**src/rtl/core/form_urlencoded_decoder_core_defines.svh**
```systemverilog
// assertion macros used by the decoder rtl queue
`ifndef FORM_URLENCODED_DECODER_CORE_DEFINES_SVH
`define FORM_URLENCODED_DECODER_CORE_DEFINES_SVH

// property must hold in the same cycle as its trigger
`define FUD_ASSERT_SAME(label, ante, cons, msg) \
	label: assert property (@(posedge clk) disable iff (!arst_n) (ante) |-> (cons)) \
		else $error(msg);

// property must hold in the cycle after its trigger
`define FUD_ASSERT_NEXT(label, ante, cons, msg) \
	label: assert property (@(posedge clk) disable iff (!arst_n) (ante) |=> (cons)) \
		else $error(msg);

`endif

```
**src/rtl/core/fud_pkg.sv**
```systemverilog
`default_nettype none

package fud_pkg;

	// result kinds
	localparam logic [1:0] KIND_KEY   = 2'd0;
	localparam logic [1:0] KIND_VALUE = 2'd1;
	localparam logic [1:0] KIND_END   = 2'd2;

	// results per input byte and queue sizing
	localparam int MAX_RESULTS = 4;
	localparam int CNT_W       = $clog2(MAX_RESULTS + 1);
	localparam int SLOT_IDX_W  = $clog2(MAX_RESULTS);
	localparam int QDEPTH      = 4;
	localparam int QPTR_W      = $clog2(QDEPTH);
	localparam int QCNT_W      = $clog2(QDEPTH + 1);

	typedef struct packed {
		logic [7:0] in_byte;
		logic       is_end;
	} in_item_t;

	typedef struct packed {
		logic [1:0] out_kind;
		logic [7:0] out_byte;
		logic       pair_has_value;
		logic       last_of_run;
	} out_item_t;

	// one result without its run marker
	typedef struct packed {
		logic [1:0] kind;
		logic [7:0] data;
		logic       has_value;
	} slot_t;

	// all results caused by one input byte
	typedef struct packed {
		logic [CNT_W-1:0]               count;
		slot_t [MAX_RESULTS-1:0]        slot;
	} rec_t;

	// queue status seen by both sides
	typedef struct packed {
		logic full;
		logic empty;
	} q_stat_t;

endpackage

`default_nettype wire

```
**src/rtl/core/fud_front.sv**
```systemverilog
`default_nettype none

module fud_front (
	input  wire logic               clk,
	input  wire logic               arst_n,
	input  wire logic               byte_valid,
	output logic                    byte_stall,
	input  wire fud_pkg::in_item_t  byte_item,
	input  wire fud_pkg::q_stat_t   qstat,
	output logic                    push,
	output fud_pkg::rec_t           rec
);

	localparam logic [7:0] CH_PCT   = 8'h25;
	localparam logic [7:0] CH_PLUS  = 8'h2b;
	localparam logic [7:0] CH_AMP   = 8'h26;
	localparam logic [7:0] CH_EQ    = 8'h3d;
	localparam logic [7:0] CH_SPACE = 8'h20;
	localparam logic [7:0] CH_0     = 8'h30;
	localparam logic [7:0] CH_9     = 8'h39;
	localparam logic [7:0] CH_UA    = 8'h41;
	localparam logic [7:0] CH_UF    = 8'h46;
	localparam logic [7:0] CH_LA    = 8'h61;
	localparam logic [7:0] CH_LF    = 8'h66;

	localparam logic [1:0] PEND_NONE  = 2'd0;
	localparam logic [1:0] PEND_PCT   = 2'd1;
	localparam logic [1:0] PEND_DIGIT = 2'd2;

	logic [1:0] pend_q;
	logic [7:0] held_q;
	logic       inv_q;
	logic       tok_q;

	logic [1:0] pend_d;
	logic [7:0] held_d;
	logic       inv_d;
	logic       tok_d;
	logic       done;
	logic       accept;
	logic [7:0] c;
	fud_pkg::rec_t r;

	function automatic logic is_hex(input logic [7:0] ch);
		return (ch >= CH_0 && ch <= CH_9) || (ch >= CH_LA && ch <= CH_LF) ||
			(ch >= CH_UA && ch <= CH_UF);
	endfunction

	function automatic logic [3:0] hex_val(input logic [7:0] ch);
		logic [7:0] t;
		if (ch >= CH_LA) begin
			t = ch - CH_LA + 8'd10;
		end else if (ch >= CH_UA) begin
			t = ch - CH_UA + 8'd10;
		end else begin
			t = ch - CH_0;
		end
		return t[3:0];
	endfunction

	function automatic fud_pkg::rec_t add(input fud_pkg::rec_t ri, input logic [1:0] kind,
			input logic [7:0] data, input logic hv);
		fud_pkg::rec_t ro;
		ro = ri;
		ro.slot[ri.count[fud_pkg::SLOT_IDX_W-1:0]] = '{kind: kind, data: data, has_value: hv};
		ro.count = ri.count + fud_pkg::CNT_W'(1);
		return ro;
	endfunction

	function automatic logic [1:0] part(input logic v);
		return v ? fud_pkg::KIND_VALUE : fud_pkg::KIND_KEY;
	endfunction

	assign c          = byte_item.in_byte;
	assign byte_stall = qstat.full;
	assign accept     = byte_valid && !qstat.full;

	// classify the byte and collect every result it causes
	always_comb begin
		pend_d = pend_q;
		held_d = held_q;
		inv_d  = inv_q;
		tok_d  = tok_q;
		done   = 1'b0;
		r      = '0;
		if (c == CH_AMP) begin
			// raw ampersand closes the pair
			if (tok_d) begin
				if (pend_d != PEND_NONE) r = add(r, part(inv_d), CH_PCT, 1'b0);
				if (pend_d == PEND_DIGIT) r = add(r, part(inv_d), held_d, 1'b0);
				r = add(r, fud_pkg::KIND_END, 8'd0, inv_d);
			end
			pend_d = PEND_NONE;
			held_d = '0;
			inv_d  = 1'b0;
			tok_d  = 1'b0;
		end else begin
			tok_d = 1'b1;
			if (c == CH_EQ && !inv_d) begin
				// first equals sign splits key from value
				if (pend_d != PEND_NONE) r = add(r, part(inv_d), CH_PCT, 1'b0);
				if (pend_d == PEND_DIGIT) r = add(r, part(inv_d), held_d, 1'b0);
				pend_d = PEND_NONE;
				held_d = '0;
				inv_d  = 1'b1;
			end else begin
				// escape handling, broken escapes come out literally
				if (pend_d == PEND_PCT) begin
					if (is_hex(c)) begin
						held_d = c;
						pend_d = PEND_DIGIT;
						done   = 1'b1;
					end else begin
						r = add(r, part(inv_d), CH_PCT, 1'b0);
						pend_d = PEND_NONE;
						held_d = '0;
					end
				end else if (pend_d == PEND_DIGIT) begin
					if (is_hex(c)) begin
						r = add(r, part(inv_d), {hex_val(held_d), hex_val(c)}, 1'b0);
						done = 1'b1;
					end else begin
						r = add(r, part(inv_d), CH_PCT, 1'b0);
						r = add(r, part(inv_d), held_d, 1'b0);
					end
					pend_d = PEND_NONE;
					held_d = '0;
				end
				if (!done) begin
					if (c == CH_PCT) begin
						pend_d = PEND_PCT;
					end else begin
						r = add(r, part(inv_d), (c == CH_PLUS) ? CH_SPACE : c, 1'b0);
					end
				end
			end
		end
		// end of body closes whatever is still open
		if (byte_item.is_end) begin
			if (tok_d) begin
				if (pend_d != PEND_NONE) r = add(r, part(inv_d), CH_PCT, 1'b0);
				if (pend_d == PEND_DIGIT) r = add(r, part(inv_d), held_d, 1'b0);
				r = add(r, fud_pkg::KIND_END, 8'd0, inv_d);
			end
			pend_d = PEND_NONE;
			held_d = '0;
			inv_d  = 1'b0;
			tok_d  = 1'b0;
		end
	end

	assign rec  = r;
	assign push = accept && (r.count != '0);

	// decoder state
	always_ff @(posedge clk or negedge arst_n) begin
		if (!arst_n) begin
			pend_q <= PEND_NONE;
			held_q <= '0;
			inv_q  <= 1'b0;
			tok_q  <= 1'b0;
		end else if (accept) begin
			pend_q <= pend_d;
			held_q <= held_d;
			inv_q  <= inv_d;
			tok_q  <= tok_d;
		end
	end

endmodule

`default_nettype wire

```
**src/rtl/core/fud_queue.sv**
```systemverilog
`default_nettype none

`include "form_urlencoded_decoder_core_defines.svh"

module fud_queue (
	input  wire logic           clk,
	input  wire logic           arst_n,
	input  wire logic           push,
	input  wire fud_pkg::rec_t  wr_rec,
	input  wire logic           pop,
	output fud_pkg::rec_t       head,
	output fud_pkg::q_stat_t    qstat
);

	fud_pkg::rec_t                 mem_q [fud_pkg::QDEPTH];
	logic [fud_pkg::QPTR_W-1:0]    wr_ptr_q;
	logic [fud_pkg::QPTR_W-1:0]    rd_ptr_q;
	logic [fud_pkg::QCNT_W-1:0]    cnt_q;

	assign qstat.full  = (cnt_q == fud_pkg::QCNT_W'(fud_pkg::QDEPTH));
	assign qstat.empty = (cnt_q == '0);
	assign head        = mem_q[rd_ptr_q];

	// record storage
	always_ff @(posedge clk) begin
		if (push) begin
			mem_q[wr_ptr_q] <= wr_rec;
		end
	end

	// pointers and fill level
	always_ff @(posedge clk or negedge arst_n) begin
		if (!arst_n) begin
			wr_ptr_q <= '0;
			rd_ptr_q <= '0;
			cnt_q    <= '0;
		end else begin
			if (push) wr_ptr_q <= wr_ptr_q + fud_pkg::QPTR_W'(1);
			if (pop) rd_ptr_q <= rd_ptr_q + fud_pkg::QPTR_W'(1);
			if (push && !pop) begin
				cnt_q <= cnt_q + fud_pkg::QCNT_W'(1);
			end else if (pop && !push) begin
				cnt_q <= cnt_q - fud_pkg::QCNT_W'(1);
			end
		end
	end

	`FUD_ASSERT_SAME(a_no_overflow, push, !qstat.full, "queue written while full")
	`FUD_ASSERT_SAME(a_no_underflow, pop, !qstat.empty, "queue read while empty")
	`FUD_ASSERT_SAME(a_ptr_level, 1'b1, (wr_ptr_q - rd_ptr_q) == cnt_q[fud_pkg::QPTR_W-1:0], "queue pointers disagree with fill level")
	`FUD_ASSERT_SAME(a_no_empty_rec, push, wr_rec.count != '0, "record without results queued")

endmodule

`default_nettype wire

```
**src/rtl/core/fud_back.sv**
```systemverilog
`default_nettype none

module fud_back (
	input  wire logic              clk,
	input  wire logic              arst_n,
	input  wire fud_pkg::rec_t     head,
	input  wire fud_pkg::q_stat_t  qstat,
	output logic                   pop,
	output logic                   res_valid,
	input  wire logic              res_stall,
	output fud_pkg::out_item_t     res_item
);

	logic                              out_valid_q;
	fud_pkg::out_item_t                out_q;
	logic [fud_pkg::SLOT_IDX_W-1:0]    idx_q;
	logic                              load;
	logic                              last;
	fud_pkg::slot_t                    cur;

	assign load = !out_valid_q || !res_stall;
	assign cur  = head.slot[idx_q];
	assign last = ({1'b0, idx_q} == (head.count - fud_pkg::CNT_W'(1)));
	assign pop  = load && !qstat.empty && last;

	assign res_valid = out_valid_q;
	assign res_item  = out_q;

	// output register and run position
	always_ff @(posedge clk or negedge arst_n) begin
		if (!arst_n) begin
			out_valid_q <= 1'b0;
			idx_q       <= '0;
		end else if (load) begin
			out_valid_q <= !qstat.empty;
			if (!qstat.empty) begin
				idx_q <= last ? '0 : idx_q + fud_pkg::SLOT_IDX_W'(1);
			end
		end
	end

	// result payload
	always_ff @(posedge clk) begin
		if (load && !qstat.empty) begin
			out_q.out_kind       <= cur.kind;
			out_q.out_byte       <= cur.data;
			out_q.pair_has_value <= cur.has_value;
			out_q.last_of_run    <= last;
		end
	end

endmodule

`default_nettype wire

```
**src/rtl/core/form_urlencoded_decoder_core.sv**
```systemverilog
// path: an accepted byte's results are written into the record queue, then loaded into the output register
// throughput: one byte per cycle while the queue is not full; a byte causing k results gives k result transactions
// a four-record queue between decoder and result serialiser absorbs output stalls
// reset: decoder in key part with nothing held, queue empty, no result valid
`default_nettype none

module form_urlencoded_decoder_core (
	input  wire logic               clk,
	input  wire logic               arst_n,
	input  wire logic               byte_valid,
	output logic                    byte_stall,
	input  wire fud_pkg::in_item_t  byte_item,
	output logic                    res_valid,
	input  wire logic               res_stall,
	output fud_pkg::out_item_t      res_item
);

	logic             push;
	logic             pop;
	fud_pkg::rec_t    wr_rec;
	fud_pkg::rec_t    head;
	fud_pkg::q_stat_t qstat;

	// byte classification and escape decoding
	fud_front u_front (
		.clk        (clk),
		.arst_n     (arst_n),
		.byte_valid (byte_valid),
		.byte_stall (byte_stall),
		.byte_item  (byte_item),
		.qstat      (qstat),
		.push       (push),
		.rec        (wr_rec)
	);

	// per-byte result records
	fud_queue u_queue (
		.clk    (clk),
		.arst_n (arst_n),
		.push   (push),
		.wr_rec (wr_rec),
		.pop    (pop),
		.head   (head),
		.qstat  (qstat)
	);

	// one result transaction per cycle while the receiver does not stall
	fud_back u_back (
		.clk       (clk),
		.arst_n    (arst_n),
		.head      (head),
		.qstat     (qstat),
		.pop       (pop),
		.res_valid (res_valid),
		.res_stall (res_stall),
		.res_item  (res_item)
	);

endmodule

`default_nettype wire

```
**config.mk**
```make
export PLATFORM = sky130hd
export DESIGN_NAME = form_urlencoded_decoder_core
export DESIGN_NICKNAME = d
export VERILOG_FILES = /design/src/rtl/core/fud_pkg.sv /design/src/rtl/core/fud_front.sv /design/src/rtl/core/fud_queue.sv /design/src/rtl/core/fud_back.sv /design/src/rtl/core/form_urlencoded_decoder_core.sv
export VERILOG_INCLUDE_DIRS = /design/src /design/src/rtl/core
export SDC_FILE = /design/constraint.sdc
export NUM_CORES = 1
export LEC_CHECK = 0
export BUFFER_PORTS_ARGS = -buffer_cell sky130_fd_sc_hd__buf_2
export CAP_MARGIN = 0
export CORE_ASPECT_RATIO = 0.9
export CORE_MARGIN = 1.5
export CORE_UTILIZATION = 67
export DETAILED_ROUTE_END_ITERATION = 16
export HOLD_SLACK_MARGIN = 0.15
export PLACE_DENSITY = 0.93
export RECOVER_POWER = 50
export SLEW_MARGIN = 20
export SYNTH_ARGS = -nofsm -noshare
export SYNTH_HDL_FRONTEND = slang
export SYNTH_SLANG_ARGS = --single-unit
```
**constraint.sdc**
```tcl
create_clock -name clk -period 13.1 [get_ports clk]
set_input_delay 1.31 -clock clk [delete_from_list [all_inputs] [get_ports clk]]
set_output_delay 1.31 -clock clk [all_outputs]
set_load 0.02 [all_outputs]
```
== Yosys cells after proc, flatten, opt, wreduce, memory -nomap -nowiden ==
Memory sizes are Yosys's and may differ from the RTL's.
Index checks and enable logic that the tools add are counted.
Operators by class
  multipliers: 0
  add/sub/neg operators: 23
  shift-type cells: 0
  equal/unequal tests: 9
  muxes and demuxes: 87
  magnitude comparators: 23
  reduce and logical (&&, ||, !) cells: 33
  bitwise operators: 1
  divide/modulo/power cells: 0
Operator list (count)
  2-to-1 mux 47 bit: 25
  bitwise mux 44 bit: 7
  demux 11 bit (select 2 bit): 7
  2-to-1 mux 45 bit: 2
  2-to-1 mux 11 bit: 8
  2-to-1 mux 8 bit: 7
  2-to-1 mux 46 bit: 1
  == test 8 x 6 -> 1 bit (second input constant): 4
  >= comparator 8 x 7 -> 1 bit (second input constant): 4
  adder 3 x 1 -> 3 bit (second input constant): 8
  < comparator 2 x 3 -> 1 bit (second input constant): 8
  subtractor 4 x 1 -> 4 bit (second input constant): 6
  binary-select mux 11 bit (select 2 bit): 1
  2-to-1 mux 2 bit: 9
  logical AND 1 bit: 17
  adder 4 bit (second input constant): 4
  less-or-equal comparator 8 x 7 -> 1 bit (second input constant): 2
  2-to-1 mux 4 bit: 4
  >= comparator 2 x 1 -> 1 bit (second input constant): 7
  2-to-1 mux 1 bit: 14
  >= comparator 8 x 6 -> 1 bit (second input constant): 1
  less-or-equal comparator 8 x 6 -> 1 bit (second input constant): 1
  logical NOT 1 bit: 7
  adder 2 x 1 -> 2 bit (second input constant): 3
  other kinds (12): 19
Storage, ports and cells
  bits in writable memories: 188
  memories kept: 1
  register bits after elaboration: 34
  input bits: 13
  bits in latches: 0
  ROM bits: 0
  word-level logic and storage cells: 190
Memories
  u_queue.mem_q: depth 4, bits a word 47, read ports 1, clocked after memory_dff 0, wr ports 1, line fud_queue.sv:15  | fud_pkg::rec_t mem_q [fud_pkg::QDEPTH];

== Depth between registers and ports, before layout ==
Gate-level depths: netlist of run 1.
  depth after elaboration: 48
  depth in mapped cells: 28
  gate-level depth less buffers: 25

== Hierarchy ==
Synthesis of run 1 repeated with hierarchy kept, for this count alone.
Second synthesis, totals
  cells, all modules: 699
  area, all modules: 10670.2 um^2
By module, submodules not included
  fud_queue: times used 1, cells an instance 280, area an instance 7198.2 um^2
  fud_front: times used 1, cells an instance 370, area an instance 2606.2 um^2
  fud_back: times used 1, cells an instance 49, area an instance 865.8 um^2

== Worst setup path after synthesis of run 1 ==
OpenSTA, ideal clock, no wires.
  path kind: input-to-reg
  start point: in byte_item[2] (netlist name)
  end point: reg u_queue.cnt_q[2] (netlist name)
  arrival: 6.086 ns
  stages on the path: 28
  setup slack: 6.935 ns
  path buffers: 3
  data required time: 13.021 ns
  cell sequence: clkbuf_1 -> inv_1 -> ha_1 -> clkbuf_2 -> nor3b_2 -> nor4b_2 -> a32oi_2 -> o21ai_0 -> nor2_1 -> nor2_1 -> inv_1 -> ha_1 -> mux2_2 -> inv_1 -> ha_1 -> mux2i_1 -> ha_1 -> buf_1 -> nor3_1 -> o211ai_1 -> nor3b_1 -> o31a_4 -> ha_1 -> inv_1 -> fa_1 -> xor2_1 -> nor2_1 -> xor2_1
Between the ends
  word-level cells in the longest chain between the ends: 30
  elaborated cells between the ends (all ways): 57
  those cells by class: add/sub (4); order compare (6); eq/ne (4); mux (30); reduce/logical (13)
RTL lines
  start, declared: line form_urlencoded_decoder_core.sv:12  | input wire fud_pkg::in_item_t byte_item,
  >= comparator 8 x 6 -> 1 bit, or another cell as far along: line fud_front.sv:45  | return (ch >= CH_0 && ch <= CH_9) || (ch >= CH_LA && ch <= CH_LF) ||
  logical AND 1 bit: line fud_front.sv:45
  logical OR 1 bit (2 in a row): line fud_front.sv:45
  2-to-1 mux 46 bit: line fud_front.sv:119  | if (is_hex(c)) begin
  2-to-1 mux 47 bit: line fud_front.sv:118  | end else if (pend_d == PEND_DIGIT) begin
  2-to-1 mux 47 bit: line fud_front.sv:108  | if (pend_d == PEND_PCT) begin
  2-to-1 mux 47 bit: line fud_front.sv:99  | if (c == CH_EQ && !inv_d) begin
  2-to-1 mux 47 bit: line fud_front.sv:86  | if (c == CH_AMP) begin
  [14 not listed]
  2-to-1 mux 47 bit: line fud_front.sv:140  | if (tok_d) begin
  2-to-1 mux 47 bit (*): line fud_front.sv:139  | if (byte_item.is_end) begin
  nonzero test 3 bit (*): line fud_front.sv:153  | assign push = accept && (r.count != '0);
  logical AND 1 bit (*): line fud_front.sv:153
  named net push: line form_urlencoded_decoder_core.sv:18  | logic push;
  logical NOT 1 bit: line fud_queue.sv:42  | end else if (pop && !push) begin
  logical AND 1 bit: line fud_queue.sv:42
  nonzero test 2 bit (no line)
  end signal, assigned: line fud_queue.sv:41  | cnt_q <= cnt_q + fud_pkg::QCNT_W'(1);
  end signal, assigned: line fud_queue.sv:43  | cnt_q <= cnt_q - fud_pkg::QCNT_W'(1);
  end, declared: line fud_queue.sv:18  | logic [fud_pkg::QCNT_W-1:0] cnt_q;
The timed path passes the listed nets; every way through them passes the cells marked *. The select of a mux whose other input is x is not followed.
A chain may end at the register's enable or synchronous reset.

== Worst setup path after layout of run 1 ==
Same ends and word-level chain as after synthesis.

==> run_results.csv, run 1 <==
group,metric,value,unit
status,run_status,"finished with violations",
status,violations,"max-capacitance violations, max-slew violations",
setup_path,end_kind,"flop",
setup_path,ff2ff_path_depth,24,
setup_path,cp-startpoint,"byte_item[2]",
setup_path,worst_setup_path_start_kind,"input pin",
route,vias,7013,
die,dieHeight,122.1,µm
cells_and_area,utilization,0.7563,
logic_synthesis,yosysTopAreaCellShare,0.5689,
logic_synthesis,netlist-cell-type-count,73,
route,firstDrtPassIters,6,
clocking,cts_resized,0,
die,core_area,15390,µm²
clocking,postCtsSetupRepairBufs,0,
placed_design,io_buffers,26,
logic_synthesis,async_flop_share,0.09910,
sta,worst_pin_slew,4.084,ns
logic_synthesis,synthCells,695,
global_route,antenna_found_initial,0,
clocking,cts-hold-fix-buffers,0,
worst_hold_path,min_from,"u_back.res_valid",
sta,finalCritPeriodShare,0.5656,
setup_path,arrival,7.85,ns
logic_synthesis,seq_area_frac_synth,0.6211,
sta,slew_violations,68,
worst_hold_path,hold_path_class,"reg2reg",
sta,finalWorstPathRequiredPeriod,7.410,ns
cells_and_area,n_antenna_cell,0,
route,drc,0,
sta,rsz0062_at_grt,"no",
logic_synthesis,synth_ff_type,"edfxtp_1",
logic_synthesis,post-synth-top-count-cell,"edfxtp_1",
logic_synthesis,ys_seq_elements,222,
die,start_util,0.6860,
logic_synthesis,yosys.area.top_type,"edfxtp_1",
global_route,grt_overflow,0,
logic_synthesis,yosysWarnings,0,
sta,timing.final.setup_violations,0,
global_route,grt_first_pass_wirelength,43280,µm
clocking,clk_pin_slew_worst_paths,0.06,ns
sta,fmax,135.0,MHz
sta,tns,0,ns
clocking,clockBufferDepth,3,
clocking,cts.root.buffer_cell,"clkbuf_16",
global_route,grt_pass1_vias,6819,
logic_synthesis,yosys-top-cells-count,"edfxtp_1, mux4_2, nand2_1",
flow_run,cap_violations,2,
power_and_ir_drop,powerDensity,205.4,nW/µm²
clocking,clkLatencyLatePin,0.53,ns
sta,slew_headroom,-1.723,
sta,clock_skew,0.01284,ns
route,vias_per_cell,7.493,
logic_synthesis,synth.area.top_cells,"edfxtp_1, mux4_2, dfrtp_1, ha_1, nand2_1",
route,wl,28450,µm
setup_path,r2r_setup_slack,6.25,ns
logic_synthesis,synth_edf_count,200,
clocking,cts_max_level,1,
placed_design,place.gp.congestion,0.9729,
setup_path,regToRegStartpoint,"u_front.pend_q[1]",
setup_path,crit_path_max_fanout,10,
setup_path,crit_path_end,"u_queue.cnt_q[2]",
route,first_iter_violations,1194,
setup_path,cp.required,13.54,ns
power_and_ir_drop,irDropWorstVdd,0.0001159,V
die,die_w,135.3,µm
placed_design,place_hpwl,16500,µm
clocking,tritoncts,"yes",
clocking,cts_sinks,222,
route,wl_per_cell,30.39,µm
cells_and_area,layout.nets,758,
die,dieArea,16520,µm²
global_route,track_usage,0.3618,
setup_path,r2r_end,"u_queue.cnt_q[2]",
global_route,grt_max_degree,50,
cells_and_area,final_cell_area,11640,µm²
power_and_ir_drop,p_leak,3.948,nW
sta,hold_slack,0.5162,ns
cells_and_area,synthToLayoutAreaGrowth,10.24,%
die,ioPinCount,27,
clocking,cts_inserted_buffers,23,
logic_synthesis,synth_area,10560,µm²
route,ant_nets,0,
die,row_count,43,
cells_and_area,drive_gt1_frac,0.1771,
sta,hold_viol,0,
logic_synthesis,avgSynthCellArea,15.19,µm²
placed_design,place_area,10830,µm²
setup_path,path_class,"in2reg",
worst min path at each step:
stage / cells after the start / slack [ns] / to
2_1_floorplan: 1 / 0.46 / u_queue.cnt_q[2]
3_3_place_gp: 1 / 0.47 / u_queue.cnt_q[2]
3_5_place_dp: 1 / 0.50 / u_queue.cnt_q[2]
4_1_cts: 1 / 0.52 / u_queue.cnt_q[2]
5_1_grt: 1 / 0.54 / u_queue.cnt_q[2]
6_report: 2 / 0.52 / u_back.res_valid
sequential cells by signal (all words and copies together) (netlist names), 2 cells and up:
name and flops:
u_back.idx_q 2, u_queue.mem_q 188, u_back.res_item 12, u_queue.cnt_q 3, u_front.held_q 8, u_queue.wr_ptr_q 2, u_front.pend_q 2, u_queue.rd_ptr_q 2
final cells by class:
type / count / area [µm²]
timing repair buffer: 35 / 168.9
clock buffer: 28 / 624.3
multi-input combinational: 416 / 3721
fill: 871 / 3750
tap: 202 / 252.7
sequential: 222 / 6559
inverter: 19 / 71.32
clock inverter: 14 / 240.2
worst max-delay path, cell delays in order:
cell and delay, ns:
clkbuf_1 0.35, inv_1 0.12, ha_1 0.30, nor3b_1 0.37
nor4b_1 0.13, a32oi_1 0.74, o21ai_0 0.35, nor2_1 0.17
nor2_1 0.10, inv_1 0.09, ha_1 0.23, mux2_1 0.37
inv_1 0.12, ha_1 0.26, mux2i_1 0.24, ha_1 0.43
nor3_1 0.15, o211ai_1 0.26, nor3b_1 0.39, o31a_4 0.25
ha_1 0.20, inv_1 0.06, fa_1 0.37, xor2_1 0.18
nor2_1 0.12, xor2_1 0.19
report_power, final:
| part | switching (W) | internal [W] | total, W |
|---|---|---|---|
| Sequential | 0.0000723 | 0.000940 | 0.00101 |
| Combinational | 0.000347 | 0.000289 | 0.000636 |
| Clock | 0.000296 | 0.000447 | 0.000743 |
per-stage QoR:
| stage | cells | power [W] | setup WS (ns) |
|---|---|---|---|
| 6_report | 936 | 0.002391 | 5.690 |
| 5_1_grt | 936 | 0.002467 | 5.492 |
| 4_1_cts | 936 | 0.002395 | 6.496 |
| 3_5_place_dp | 894 | 0.001623 | 6.307 |
| 3_3_place_gp | 894 | 0.001573 | 6.623 |
| 2_1_floorplan | 698 | 0.001445 | 6.935 |
routing by layer:
| layer | share of wire | wire, µm | GRT usage | vias up |
|---|---|---|---|---|
| li1 | - | - | - | 2816 |
| met1 | 0.37 | 10580 | 0.5139 | 3494 |
| met2 | 0.48 | 13650 | 0.5858 | 598 |
| met3 | 0.11 | 3216 | 0.06783 | 105 |
| met4 | 0.035 | 994 | 0.09879 | 0 |
| met5 | 0 | 0 | 0 | - |
kinds of logic after synthesis:
| logic type | Yosys count | synth area share |
|---|---|---|
| flops | 222 | 0.6211 |
| simple gates | 164 | 0.08167 |
| compound gates | 140 | 0.09447 |
| mux | 66 | 0.1322 |
| buf+inv | 60 | 0.02477 |
| fa+ha+maj | 28 | 0.03390 |
| xor+xnor | 14 | 0.01161 |
| other cells | 1 | 0.0003552 |
cells in the final DEF, fill, tap and decap left out, types with 8 or more instances in the layout:
| cell type | count |
|---|---|
| mux4_2 | 58 |
| nand3_1 | 12 |
| nand2_1 | 49 |
| a22oi_1 | 14 |
| a22o_1 | 10 |
| a32o_1 | 10 |
| edfxtp_1 | 200 |
| ha_1 | 27 |
| xnor2_1 | 10 |
| dfrtp_1 | 20 |
| clkbuf_1 | 21 |
| a21oi_1 | 25 |
| o21ai_0 | 22 |
| clkbuf_16 | 23 |
| inv_1 | 18 |
| nor2_1 | 31 |
| nor3_1 | 18 |
| a31oi_1 | 15 |
| buf_2 | 9 |
| nand2b_1 | 8 |
(Power assumes the default switching activity.)
==> run 2: changes to the inputs <==
--- a/config.mk
+++ b/config.mk
@@ -10,10 +10,10 @@
 export CAP_MARGIN = 0
 export CORE_ASPECT_RATIO = 0.9
 export CORE_MARGIN = 1.5
-export CORE_UTILIZATION = 67
+export CORE_UTILIZATION = 63
 export DETAILED_ROUTE_END_ITERATION = 16
 export HOLD_SLACK_MARGIN = 0.15
-export PLACE_DENSITY = 0.93
+export PLACE_DENSITY = 0.88
 export RECOVER_POWER = 50
 export SLEW_MARGIN = 20
 export SYNTH_ARGS = -nofsm -noshare
==> constraint.sdc (replaced) <==
create_clock -name clk -period 7.6 [get_ports clk]
set_input_delay 0.76 -clock clk [delete_from_list [all_inputs] [get_ports clk]]
set_output_delay 0.76 -clock clk [all_outputs]
set_load 0.02 [all_outputs]
==> run_results.csv, run 2 (synthesized netlist as in run 1, its figures left out) <==
group,metric,value,unit
route,wl,25420,µm
sta,finalWorstPathRequiredPeriod,6.583,ns
global_route,grt_pass1_vias,6518,
sta,hold_viol,0,
die,dieHeight,125.8,µm
sta,slew_headroom,-0.3860,
setup_path,slowest_delay,0.61,ns
status,run_status,"finished with violations",
cells_and_area,fillers,997,
cells_and_area,drive_gt1_frac,0.1719,
clocking,cts_sinks,222,
setup_path,worst_setup_path_start_kind,"flop",
global_route,grt_max_degree,49,
placed_design,place.gp.congestion,1.006,
route,vias,6621,
setup_path,arrival,6.78,ns
setup_path,crit_path_max_fanout,26,
global_route,grt_first_pass_wirelength,38910,µm
global_route,grt_overflow,0,
clocking,tritoncts,"yes",
setup_path,path_class,"reg2reg",
sta,rsz0062_at_grt,"no",
clocking,cts_max_level,1,
die,dieArea,17540,µm²
clocking,cts-hold-fix-buffers,0,
sta,clock_skew,0.02335,ns
sta,fmax,151.9,MHz
setup_path,path_common_cell,"ha_1",
flow_run,cap_violations,3,
die,row_count,44,
clocking,cts_inserted_buffers,23,
sta,worst_pin_slew,2.079,ns
die,ioPinCount,27,
die,start_util,0.6500,
clocking,clockBufferDepth,3,
sta,finalCritPeriodShare,0.8662,
route,firstDrtPassIters,12,
die,core_area,16240,µm²
sta,slew_violations,70,
placed_design,io_buffers,26,
global_route,antenna_found_initial,0,
cells_and_area,final_cell_area,11510,µm²
clocking,cts.root.buffer_cell,"clkbuf_16",
worst_hold_path,hold_path_class,"in2reg",
cells_and_area,largest_register_ffs,188,
route,vias_per_cell,7.044,
setup_path,cp.required,7.80,ns
sta,hold_slack,0.4520,ns
power_and_ir_drop,irDropWorstVdd,0.0001739,V
power_and_ir_drop,powerDensity,332.5,nW/µm²
clocking,postCtsSetupRepairBufs,0,
cells_and_area,layout_common_cells,"edfxtp_1, mux4_2, nand2_1, nor2_1, ha_1",
placed_design,place_hpwl,16930,µm
cells_and_area,layout.nets,757,
cells_and_area,n_antenna_cell,0,
setup_path,worst-path-buf-inv,4,
route,ant_nets,0,
cells_and_area,final_common_cell,"edfxtp_1",
placed_design,pre_cts_ws,1.161,ns
sta,tns,0,ns
clocking,clk_pin_slew_worst_paths,0.06,ns
sta,fin_ws,1.017,ns
clocking,cts_resized,0,
cells_and_area,top_register,"u_queue.mem_q",
power_and_ir_drop,p_leak,3.884,nW
die,die_w,139.4,µm
setup_path,end_kind,"flop",
clocking,clkLatencyLatePin,0.53,ns
cells_and_area,synthToLayoutAreaGrowth,9.008,%
setup_path,slowest_stage,"and2_2",
setup_path,critPathTopFamily,"simple AND/OR/NAND/NOR gates",
placed_design,place_area,10830,µm²
route,drc,1,
route,first_iter_violations,917,
sta,timing.final.setup_violations,0,
status,violations,"design-rule violations, max-capacitance violations, max-slew violations",
setup_path,worstPathCellList,"nor2b_1, clkinv_1, ha_1, o21ai_0, a21oi_1, or3_1, o21ai_0, inv_1, ha_1, mux2_1, inv_1, ha_1, mux2i_1, ha_1, nor3_1, o211ai_1, nor3b_1, o31a_4, and2_2, buf_4",
global_route,track_usage,0.2972,
route,wl_per_cell,27.05,µm
run 2: cell count changes in the layout (fill, tap and decap cells not counted), moves of 2 or more:
cell and change:
inv_8 -3, clkbuf_8 -3, clkinv_1 +6, clkinvlp_4 -2
bufinv_16 -4, clkinv_2 +3
run 2: layer usage:
metal,vias up,GRT usage,routed length [µm],share of wire
li1,2805,-,-,-
met1,3301,0.4360,10330,0.41
met2,441,0.4639,11780,0.46
met3,74,0.04639,2496,0.098
met4,0,0.1001,814,0.032
met5,-,0,0,0
run 2: area by class of cell:
| type | instances | area (µm²) | share of cell area |
|---|---|---|---|
| clock buffer | 27 | 590.6 | 0.05132 |
| clock inverter | 15 | 117.6 | 0.01022 |
| sequential | 222 | 6558 | 0.5699 |
| inverter | 19 | 71.32 | 0.006198 |
| timing repair buffer | 34 | 166.4 | 0.01446 |
| multi-input combinational | 416 | 3745 | 0.3254 |
| tap | 207 | 259.0 | 0.02251 |
run 2: power breakdown:
group	switching (W)	leakage, nW	internal (W)
Sequential	0.000142	2.08	0.00162
Combinational	0.000529	1.46	0.000476
Clock	0.000468	0.348	0.000596
Total	0.00114	3.88	0.00269
run 2: worst paths after layout:
check	endpoint	startpoint	slack [ns]	depth (start not counted)
max	u_queue.mem_q[3][17]	u_front.pend_q[1]	1.02	20
min	u_back.res_valid	res_stall	0.45	3
max reg2reg	u_queue.mem_q[3][17]	u_front.pend_q[1]	1.02	20
min reg2reg	u_back.res_valid	u_back.res_valid	0.50	2
max in group asynchronous	u_queue.rd_ptr_q[1]	arst_n	6.25	1
min in group asynchronous	u_back.idx_q[1]	arst_n	0.50	1
run 2: metrics by stage:
step	cells	total power, W	utilization
6_report	940	0.003827	0.7086
5_1_grt	940	0.003971	0.7086
3_3_place_gp	898	0.002711	0.6670
2_1_floorplan	698	0.002490	-
4_1_cts	940	0.003850	0.7106
3_5_place_dp	898	0.002784	0.6670
run 2: worst min-delay path, stage by stage:
cell and delay [ns]:
buf_2 0.08, nand2_1 0.04, nand2_1 0.05
